--- config.mk ---
export PLATFORM = sky130hd
export DESIGN_NAME = cskf_argmax
export DESIGN_NICKNAME = d
export VERILOG_FILES = /design/src/hw/rtl/caesar_shift_key_finder_macros.svh /design/src/hw/rtl/cskf_pkg.sv /design/src/hw/rtl/cskf_argmax.sv
export SDC_FILE = /design/constraint.sdc
export NUM_CORES = 2
export LEC_CHECK = 0
export BUFFER_PORTS_ARGS = -buffer_cell sky130_fd_sc_hd__buf_4
export CORE_MARGIN = 2
export CORE_UTILIZATION = 39
export CTS_CLUSTER_DIAMETER = 40
export CTS_CLUSTER_SIZE = 8
export DETAILED_ROUTE_END_ITERATION = 12
export PLACE_DENSITY_LB_ADDON = 0.2
export RECOVER_POWER = 50
export SLEW_MARGIN = 0
export SYNTH_ARGS = -nofsm -noshare
export SYNTH_HDL_FRONTEND = slang
export SYNTH_SLANG_ARGS = --single-unit
--- constraint.sdc ---
create_clock -name clock -period 34.6 [get_ports clock]
set_input_delay 6.92 -clock clock [delete_from_list [all_inputs] [get_ports clock]]
set_output_delay 6.92 -clock clock [all_outputs]
set_load 0.01 [all_outputs]
--- src/hw/rtl/caesar_shift_key_finder_macros.svh ---
// ----------------------------------------------------------------------------
// Caesar shift key finder: assertion macros
// Concurrent assertion helpers, compiled out when NO_ASSERTIONS is set.
// ----------------------------------------------------------------------------
`ifndef CAESAR_SHIFT_KEY_FINDER_MACROS_SVH
`define CAESAR_SHIFT_KEY_FINDER_MACROS_SVH

`ifndef NO_ASSERTIONS
// Same-cycle implication, checked at every rising clock edge outside reset.
`define CSKF_ASSERT_NOW(label, clk, rst, ante, cons) \
   label: assert property (@(posedge clk) disable iff (rst) (ante) |-> (cons)) \
      else $error("assertion failed: same-cycle check");
// Next-cycle implication, checked at every rising clock edge outside reset.
`define CSKF_ASSERT_NEXT(label, clk, rst, ante, cons) \
   label: assert property (@(posedge clk) disable iff (rst) (ante) |=> (cons)) \
      else $error("assertion failed: next-cycle check");
`else
`define CSKF_ASSERT_NOW(label, clk, rst, ante, cons)
`define CSKF_ASSERT_NEXT(label, clk, rst, ante, cons)
`endif

`endif

--- src/hw/rtl/cskf_pkg.sv ---
// ----------------------------------------------------------------------------
// Caesar shift key finder package
// Widths, the fixed-point letter weight table and the candidate type.
// ----------------------------------------------------------------------------
package cskf_pkg;

   localparam int NUM_SHIFTS   = 26;
   localparam int LETTER_WIDTH = 5;
   localparam int SHIFT_WIDTH  = 5;
   localparam int FRAC_BITS    = 16;
   localparam int SCORE_WIDTH  = 36;
   // Four integer bits cover every weight below 16.0.
   localparam int WEIGHT_WIDTH = FRAC_BITS + 4;

   typedef logic [LETTER_WIDTH-1:0] letter_type;
   typedef logic [SHIFT_WIDTH-1:0]  shift_type;
   typedef logic [SCORE_WIDTH-1:0]  score_type;
   typedef logic [WEIGHT_WIDTH-1:0] weight_type;

   typedef score_type score_array_type [NUM_SHIFTS];

   typedef struct packed {
      shift_type shift;
      score_type score;
   } cand_type;

   // Log-frequency weight of a plaintext letter, 16 fraction bits,
   // rounded to nearest.
   function automatic weight_type letter_weight(letter_type idx);
      weight_type w;
      unique case (idx)
         5'd0:    w = 20'd561836;
         5'd1:    w = 20'd514216;
         5'd2:    w = 20'd533541;
         5'd3:    w = 20'd539278;
         5'd4:    w = 20'd571707;
         5'd5:    w = 20'd522954;
         5'd6:    w = 20'd521685;
         5'd7:    w = 20'd546308;
         5'd8:    w = 20'd557430;
         5'd9:    w = 20'd457630;
         5'd10:   w = 20'd494710;
         5'd11:   w = 20'd541643;
         5'd12:   w = 20'd527131;
         5'd13:   w = 20'd556829;
         5'd14:   w = 20'd557977;
         5'd15:   w = 20'd521408;
         5'd16:   w = 20'd436340;
         5'd17:   w = 20'd553286;
         5'd18:   w = 20'd555011;
         5'd19:   w = 20'd563094;
         5'd20:   w = 20'd528828;
         5'd21:   w = 20'd502394;
         5'd22:   w = 20'd517881;
         5'd23:   w = 20'd453687;
         5'd24:   w = 20'd516212;
         5'd25:   w = 20'd438886;
         default: w = '0;
      endcase
      return w;
   endfunction

   // The higher-index candidate wins only on a strictly greater score,
   // so ties stay with the lower shift.
   function automatic cand_type pick_best(cand_type lo, cand_type hi);
      cand_type r;
      r = (hi.score > lo.score) ? hi : lo;
      return r;
   endfunction

endpackage

--- src/hw/rtl/cskf_argmax.sv ---
// ----------------------------------------------------------------------------
// Caesar shift key finder: pipelined argmax
// Registered comparison tree over a snapshot of all shift scores.
// ----------------------------------------------------------------------------
module cskf_argmax (
   input  logic                     clock,
   input  logic                     reset,
   input  logic                     snap_valid,
   output logic                     snap_ready,
   input  cskf_pkg::score_array_type snap_scores,
   output logic                     best_valid,
   input  logic                     best_ready,
   output cskf_pkg::cand_type       best
);

   localparam int N0 = cskf_pkg::NUM_SHIFTS;
   localparam int N1 = (N0 + 1) / 2;
   localparam int N2 = (N1 + 1) / 2;
   localparam int N3 = (N2 + 1) / 2;
   localparam int N4 = (N3 + 1) / 2;

   // Stage 0: snapshot of the final scores.
   logic                      s0_valid_ff, s0_valid_in;
   cskf_pkg::score_type       s0_score_ff [N0];
   // Stage 1: after two compare levels.
   logic                      s1_valid_ff, s1_valid_in;
   cskf_pkg::cand_type        s1_cand_ff [N2];
   cskf_pkg::cand_type        s1_cand_in [N2];
   // Stage 2: after two more levels.
   logic                      s2_valid_ff, s2_valid_in;
   cskf_pkg::cand_type        s2_cand_ff [N4];
   cskf_pkg::cand_type        s2_cand_in [N4];
   // Result register.
   logic                      out_valid_ff, out_valid_in;
   cskf_pkg::cand_type        out_cand_ff, out_cand_in;

   cskf_pkg::cand_type        lvl0 [N0];
   cskf_pkg::cand_type        lvl1 [N1];
   cskf_pkg::cand_type        lvl3 [N3];

   logic out_free, s2_free, s1_free, s0_free;

   // A stage can load when it is empty or its content moves on.
   assign out_free   = !out_valid_ff || best_ready;
   assign s2_free    = !s2_valid_ff || out_free;
   assign s1_free    = !s1_valid_ff || s2_free;
   assign s0_free    = !s0_valid_ff || s1_free;
   assign snap_ready = s0_free;

   assign s0_valid_in  = s0_free  ? snap_valid  : s0_valid_ff;
   assign s1_valid_in  = s1_free  ? s0_valid_ff : s1_valid_ff;
   assign s2_valid_in  = s2_free  ? s1_valid_ff : s2_valid_ff;
   assign out_valid_in = out_free ? s2_valid_ff : out_valid_ff;

   always_comb begin
      for (int i = 0; i < N0; i++) begin
         lvl0[i].shift = cskf_pkg::SHIFT_WIDTH'(i);
         lvl0[i].score = s0_score_ff[i];
      end
      for (int i = 0; i < N1; i++) begin
         if (2 * i + 1 < N0) begin
            lvl1[i] = cskf_pkg::pick_best(lvl0[2 * i], lvl0[2 * i + 1]);
         end else begin
            lvl1[i] = lvl0[2 * i];
         end
      end
      for (int i = 0; i < N2; i++) begin
         if (2 * i + 1 < N1) begin
            s1_cand_in[i] = cskf_pkg::pick_best(lvl1[2 * i], lvl1[2 * i + 1]);
         end else begin
            s1_cand_in[i] = lvl1[2 * i];
         end
      end
      for (int i = 0; i < N3; i++) begin
         if (2 * i + 1 < N2) begin
            lvl3[i] = cskf_pkg::pick_best(s1_cand_ff[2 * i], s1_cand_ff[2 * i + 1]);
         end else begin
            lvl3[i] = s1_cand_ff[2 * i];
         end
      end
      for (int i = 0; i < N4; i++) begin
         if (2 * i + 1 < N3) begin
            s2_cand_in[i] = cskf_pkg::pick_best(lvl3[2 * i], lvl3[2 * i + 1]);
         end else begin
            s2_cand_in[i] = lvl3[2 * i];
         end
      end
      // The tree ends with exactly two candidates at this depth.
      out_cand_in = cskf_pkg::pick_best(s2_cand_ff[0], s2_cand_ff[N4 - 1]);
   end

   always_ff @(posedge clock) begin
      if (reset) begin
         s0_valid_ff  <= 1'b0;
         s1_valid_ff  <= 1'b0;
         s2_valid_ff  <= 1'b0;
         out_valid_ff <= 1'b0;
      end else begin
         s0_valid_ff  <= s0_valid_in;
         s1_valid_ff  <= s1_valid_in;
         s2_valid_ff  <= s2_valid_in;
         out_valid_ff <= out_valid_in;
      end
   end

   always_ff @(posedge clock) begin
      if (s0_free) begin
         s0_score_ff <= snap_scores;
      end
      if (s1_free) begin
         s1_cand_ff <= s1_cand_in;
      end
      if (s2_free) begin
         s2_cand_ff <= s2_cand_in;
      end
      if (out_free) begin
         out_cand_ff <= out_cand_in;
      end
   end

   assign best_valid = out_valid_ff;
   assign best       = out_cand_ff;

endmodule

# Word level (Yosys, flattened, before mapping)
# Index checks and enable logic that the tools add are counted.
# word_totals
inputBits,940
wordCells,108
register_bits,1350
output_inout_bits,43
# op_classes
muxes,25
n_lt_le_gt_ge,25
n_reduce_logical,8
# op_table
cell,n
> comparator 36 bit,25
two-way mux 37 bit,13
two-way mux 41 bit,6
two-way mux 38 bit,6
zero test 1 bit,4
logical OR 1 bit,4

# Longest topological paths before layout
# depth
depth_word,5
ltp_mapped,21
mapped_depth_nobuf,18

# Least setup slack after synthesis
# OpenSTA, ideal clock, no wires.
# synth_path
path_type,input to output
start,input best_ready
end,output snap_ready
path_slack_ns,0.911
n_path_buf,0
t_arrival_ns,26.769
stages,3
cell_sequence,nor2b_1 > and3_1 > nand2_1
# synth_via
elab_chain_cells,4
# synth_rtl
item,line,source
from (decl),cskf_argmax.sv:12,"input logic best_ready,"
logical OR 1 bit,cskf_argmax.sv:44,assign out_free = !out_valid_ff || best_ready;
logical OR 1 bit,cskf_argmax.sv:45,assign s2_free = !s2_valid_ff || out_free;
logical OR 1 bit,cskf_argmax.sv:46,assign s1_free = !s1_valid_ff || s2_free;
logical OR 1 bit,cskf_argmax.sv:47,assign s0_free = !s0_valid_ff || s1_free;
to (decl),cskf_argmax.sv:9,"output logic snap_ready,"
# No other way between the ends.

# Final worst setup path
# Same ends and word-level chain as after synthesis.

==> results.py <==
metrics = {
    "worst_setup_path": {
        "r2r_end": "s2_cand_ff[51]$_DFFE_PP_",
        "r2r_slack_ns": 23.52,
        "worstPathRequired_ns": 27.68,
        "critical_path_class": "primary input to primary output",
        "rr_worst_depth": 17,
        "worstPathMaxFanout": 5,
        "cp-startpoint": "best_ready",
        "endpoint": "snap_ready",
        "arrival_ns": 8.39,
        "cp-start-kind": "primary input",
        "end_kind": "primary output",
        "r2r-start": "s1_cand_ff[247]$_DFFE_PP_",
    },
    "cts": {
        "cts_hold_repair.buffers": 0,
        "clk_pin_slew_ns": 0.05,
        "cts-buffers-inserted": 275,
        "cts.sinks": 1326,
        "post_cts_buffers": 0,
        "cts-resized-gates": 0,
        "root_buffer": "clkbuf_16",
        "h-tree-depth": 5,
        "cts_buffer_depth": 4,
        "tritoncts": "yes",
        "clk_latency_ns": 0.90,
    },
    "floorplanning": {
        "num_rows": 164,
        "start_util_pct": 39.2,
        "core_area_um2": 200000,
        "die_y_um": 452,
        "boundaryPins": 983,
        "die_area_um2": 204000,
        "die-width_um": 452,
    },
    "placed_design": {
        "gp_congestion": 0.925,
        "pre_cts_ws_ns": 19.22,
        "io_buffers": 982,
        "dp_hpwl_mm": 195,
    },
    "power_and_ir_drop": {
        "powerDensity_nw_per_um2": 69.6,
        "ir_drop_uv": 56.6,
        "finalPower_uw": 6700,
        "p_leak_uw": 0.0432,
    },
    "sta": {
        "max_freq_mhz": 65.3,
        "maxSlewViolCount": 721,
        "fin_tns_setup_ns": 0,
        "setup-violations-final": 0,
        "rsz0062_at_grt": "false",
        "period_share_pct": 44.2,
        "tightest_slew_ns": 3.46,
        "worst_slack_ns": 19.29,
        "hold_violations": 0,
        "clock-skew-final_ns": 0.0688,
        "fin_crit_ns": 15.31,
        "maxSlewHeadroom_pct": -131,
    },
    "detailed_routing": {
        "post_drt_via_cell_ratio": 5.49,
        "totalWireLength_mm": 254,
        "ant_nets": 0,
        "drc": 0,
        "drt_iter0_drc": 4716,
        "dr.pass1.iters": 6,
        "vias": 58600,
        "drt-wirelength-per-cell_um": 23.8,
    },
    "worst_hold_path": {
        "min_path_type": "flop to flop",
    },
    "flow_run": {
        "cap_violations": 27,
    },
    "global_routing": {
        "grt_pass1_wl_mm": 368,
        "grt_max_degree": 119,
        "grt_pass1_vias": 58700,
        "grt.total_usage_pct": 24.2,
        "antenna_found_initial": 23,
        "overflow": 0,
    },
    "yosys": {
        "ys_warn_count": 0,
        "synth_cell_types": 64,
        "synth_seq_cells": 1326,
        "synth_edf_count": 1322,
        "yosysSeqAreaShare_pct": 50.8,
        "synth-main-ff-cell": "edfxtp_1",
        "syn_inst": 6792,
        "async_flop_share_pct": 0,
        "syn_area_per_cell_um2": 11.5,
        "synth_nets": 8632,
        "syn_area_um2": 78200,
    },
    "layout": {
        "syn_to_final_growth_pct": 23.0,
        "fill_cells": 18100,
        "final_nets": 9689,
        "drive_gt1_share_pct": 15.7,
    },
    "outcome": {
        "violations": "max-capacitance violations, max-slew violations",
        "status": "finished, violations left",
    },
}
## cells in the final DEF, fill, tap and decap left out, types with 20 or more instances in the layout
cell type,n
nor2b_1,26
ha_1,900
clkinv_1,28
nor2_1,187
nand3_1,254
o31ai_1,45
a221oi_1,60
o41ai_1,73
buf_4,107
nand4_1,177
a21o_1,82
clkbuf_1,259
inv_1,934
o2111ai_1,41
clkbuf_4,727
clkbuf_16,281
o21ai_0,122
edfxtp_1,1322
a211oi_1,27
clkinvlp_4,26
a21oi_1,409
bufinv_16,23
and2_1,46
a211o_1,45
a32oi_1,109
nor3_1,106
and3_1,42
nor4_1,20
mux2i_1,760
nand2_1,446
o211ai_1,70
## how the worst min path moves through the flow
stage                                  start                        to  slack [ns]  depth (start not counted)
CTS                 s1_valid_ff$_SDFFE_PP0P_  s2_valid_ff$_SDFFE_PP0P_        0.47                          2
finish              s1_valid_ff$_SDFFE_PP0P_  s2_valid_ff$_SDFFE_PP0P_        0.47                          2
global route        s1_valid_ff$_SDFFE_PP0P_  s2_valid_ff$_SDFFE_PP0P_        0.51                          2
floorplan           s1_valid_ff$_SDFFE_PP0P_  s2_valid_ff$_SDFFE_PP0P_        0.43                          2
global placement    s1_valid_ff$_SDFFE_PP0P_  s2_valid_ff$_SDFFE_PP0P_        0.45                          2
detailed placement  s1_valid_ff$_SDFFE_PP0P_  s2_valid_ff$_SDFFE_PP0P_        0.45                          2
## cells in the mapped netlist, drive strengths merged (11+ instances only)
library cell | n | area share [%]
or4 | 13 | 0.13
a221oi | 60 | 0.67
nor2b | 26 | 0.21
a2111oi | 11 | 0.12
a211o | 45 | 0.50
o211ai | 70 | 0.67
or3 | 13 | 0.10
and3 | 42 | 0.34
o21ai | 130 | 0.83
o31ai | 48 | 0.48
nand4 | 178 | 1.4
edfxtp | 1322 | 51
o2111ai | 41 | 0.46
a31oi | 13 | 0.10
nand2 | 450 | 2.2
mux2i | 760 | 9.7
mux2 | 12 | 0.17
ha | 900 | 14
nand3 | 254 | 1.6
o21a | 20 | 0.19
inv | 935 | 4.5
nor4 | 24 | 0.21
a211oi | 30 | 0.29
a21oi | 409 | 2.6
a32oi | 109 | 1.2
a21o | 82 | 0.79
o41ai | 73 | 0.82
nor3 | 106 | 0.68
and4 | 20 | 0.22
clkbuf | 204 | 0.98
nor2 | 189 | 0.91
buf | 76 | 0.47
and2 | 49 | 0.39
## layer usage
metal  vias up  global-route usage (%)  routed length (µm)
met3       545                    3.85               14400
met4        10                    13.6               15700
li1      27600                       -                   -
met5         -                       0                  66
met2      2080                    40.8              122000
met1     28400                    29.4              102000
## where the power goes
group / internal, µW / total (µW) / switching (µW)
clock network: 1630 / 2450 / 823
logic: 778 / 1980 / 1200
registers: 2080 / 2270 / 185
## final cells by class
type,count,area [µm²],share of cell area [%]
clock inverters,114,1250,1.30
repair buffers,1060,7120,7.40
inverters,935,3520,3.66
flip-flops and latches,1326,39800,41.3
well taps,2656,3320,3.45
clock buffers,317,7180,7.46
multi-input cells,4251,34000,35.3
diodes,17,42.5,0.0442
## kinds of logic (layout without fill, tap and decap cells)
| group | after synthesis | count (layout) | synth area share [%] |
|---|---|---|---|
| compound gates | 1193 | 1193 | 10.3 |
| fa+ha+maj | 900 | 900 | 14.4 |
| buf+inv | 1215 | 2426 | 5.94 |
| flops | 1326 | 1326 | 50.8 |
| mux | 772 | 772 | 9.90 |
| other cells | 0 | 17 | 0 |
| simple gates | 1386 | 1386 | 8.60 |
## registers in the layout, summed over array words and instances, names as in the netlist
signal       count
s1_cand_ff     228
lvl0           936
best_valid       1
s0_valid_ff      1
s2_valid_ff      1
s2_cand_ff      80
best            41
s1_valid_ff      1
lvl3            37
## critical path: stages
cell and delay (ns):
clkbuf_4 0.11, nor2b_1 0.43, and3_1 0.45, nand2_4 0.23, buf_4 0.22
## per-stage QoR
stage / instance area, µm² / hold WS [ns] / std cells / util [%]
2_1_floorplan: 78200 / 0.429 / 6792 / -
3_3_place_gp: 88700 / 0.455 / 10200 / 44.4
3_5_place_dp: 88700 / 0.454 / 10200 / 44.4
4_1_cts: 97200 / 0.473 / 10700 / 48.7
5_1_grt: 96200 / 0.509 / 10700 / 48.2
6_report: 96200 / 0.475 / 10700 / 48.2
Power figures use the tool's default switching activity.
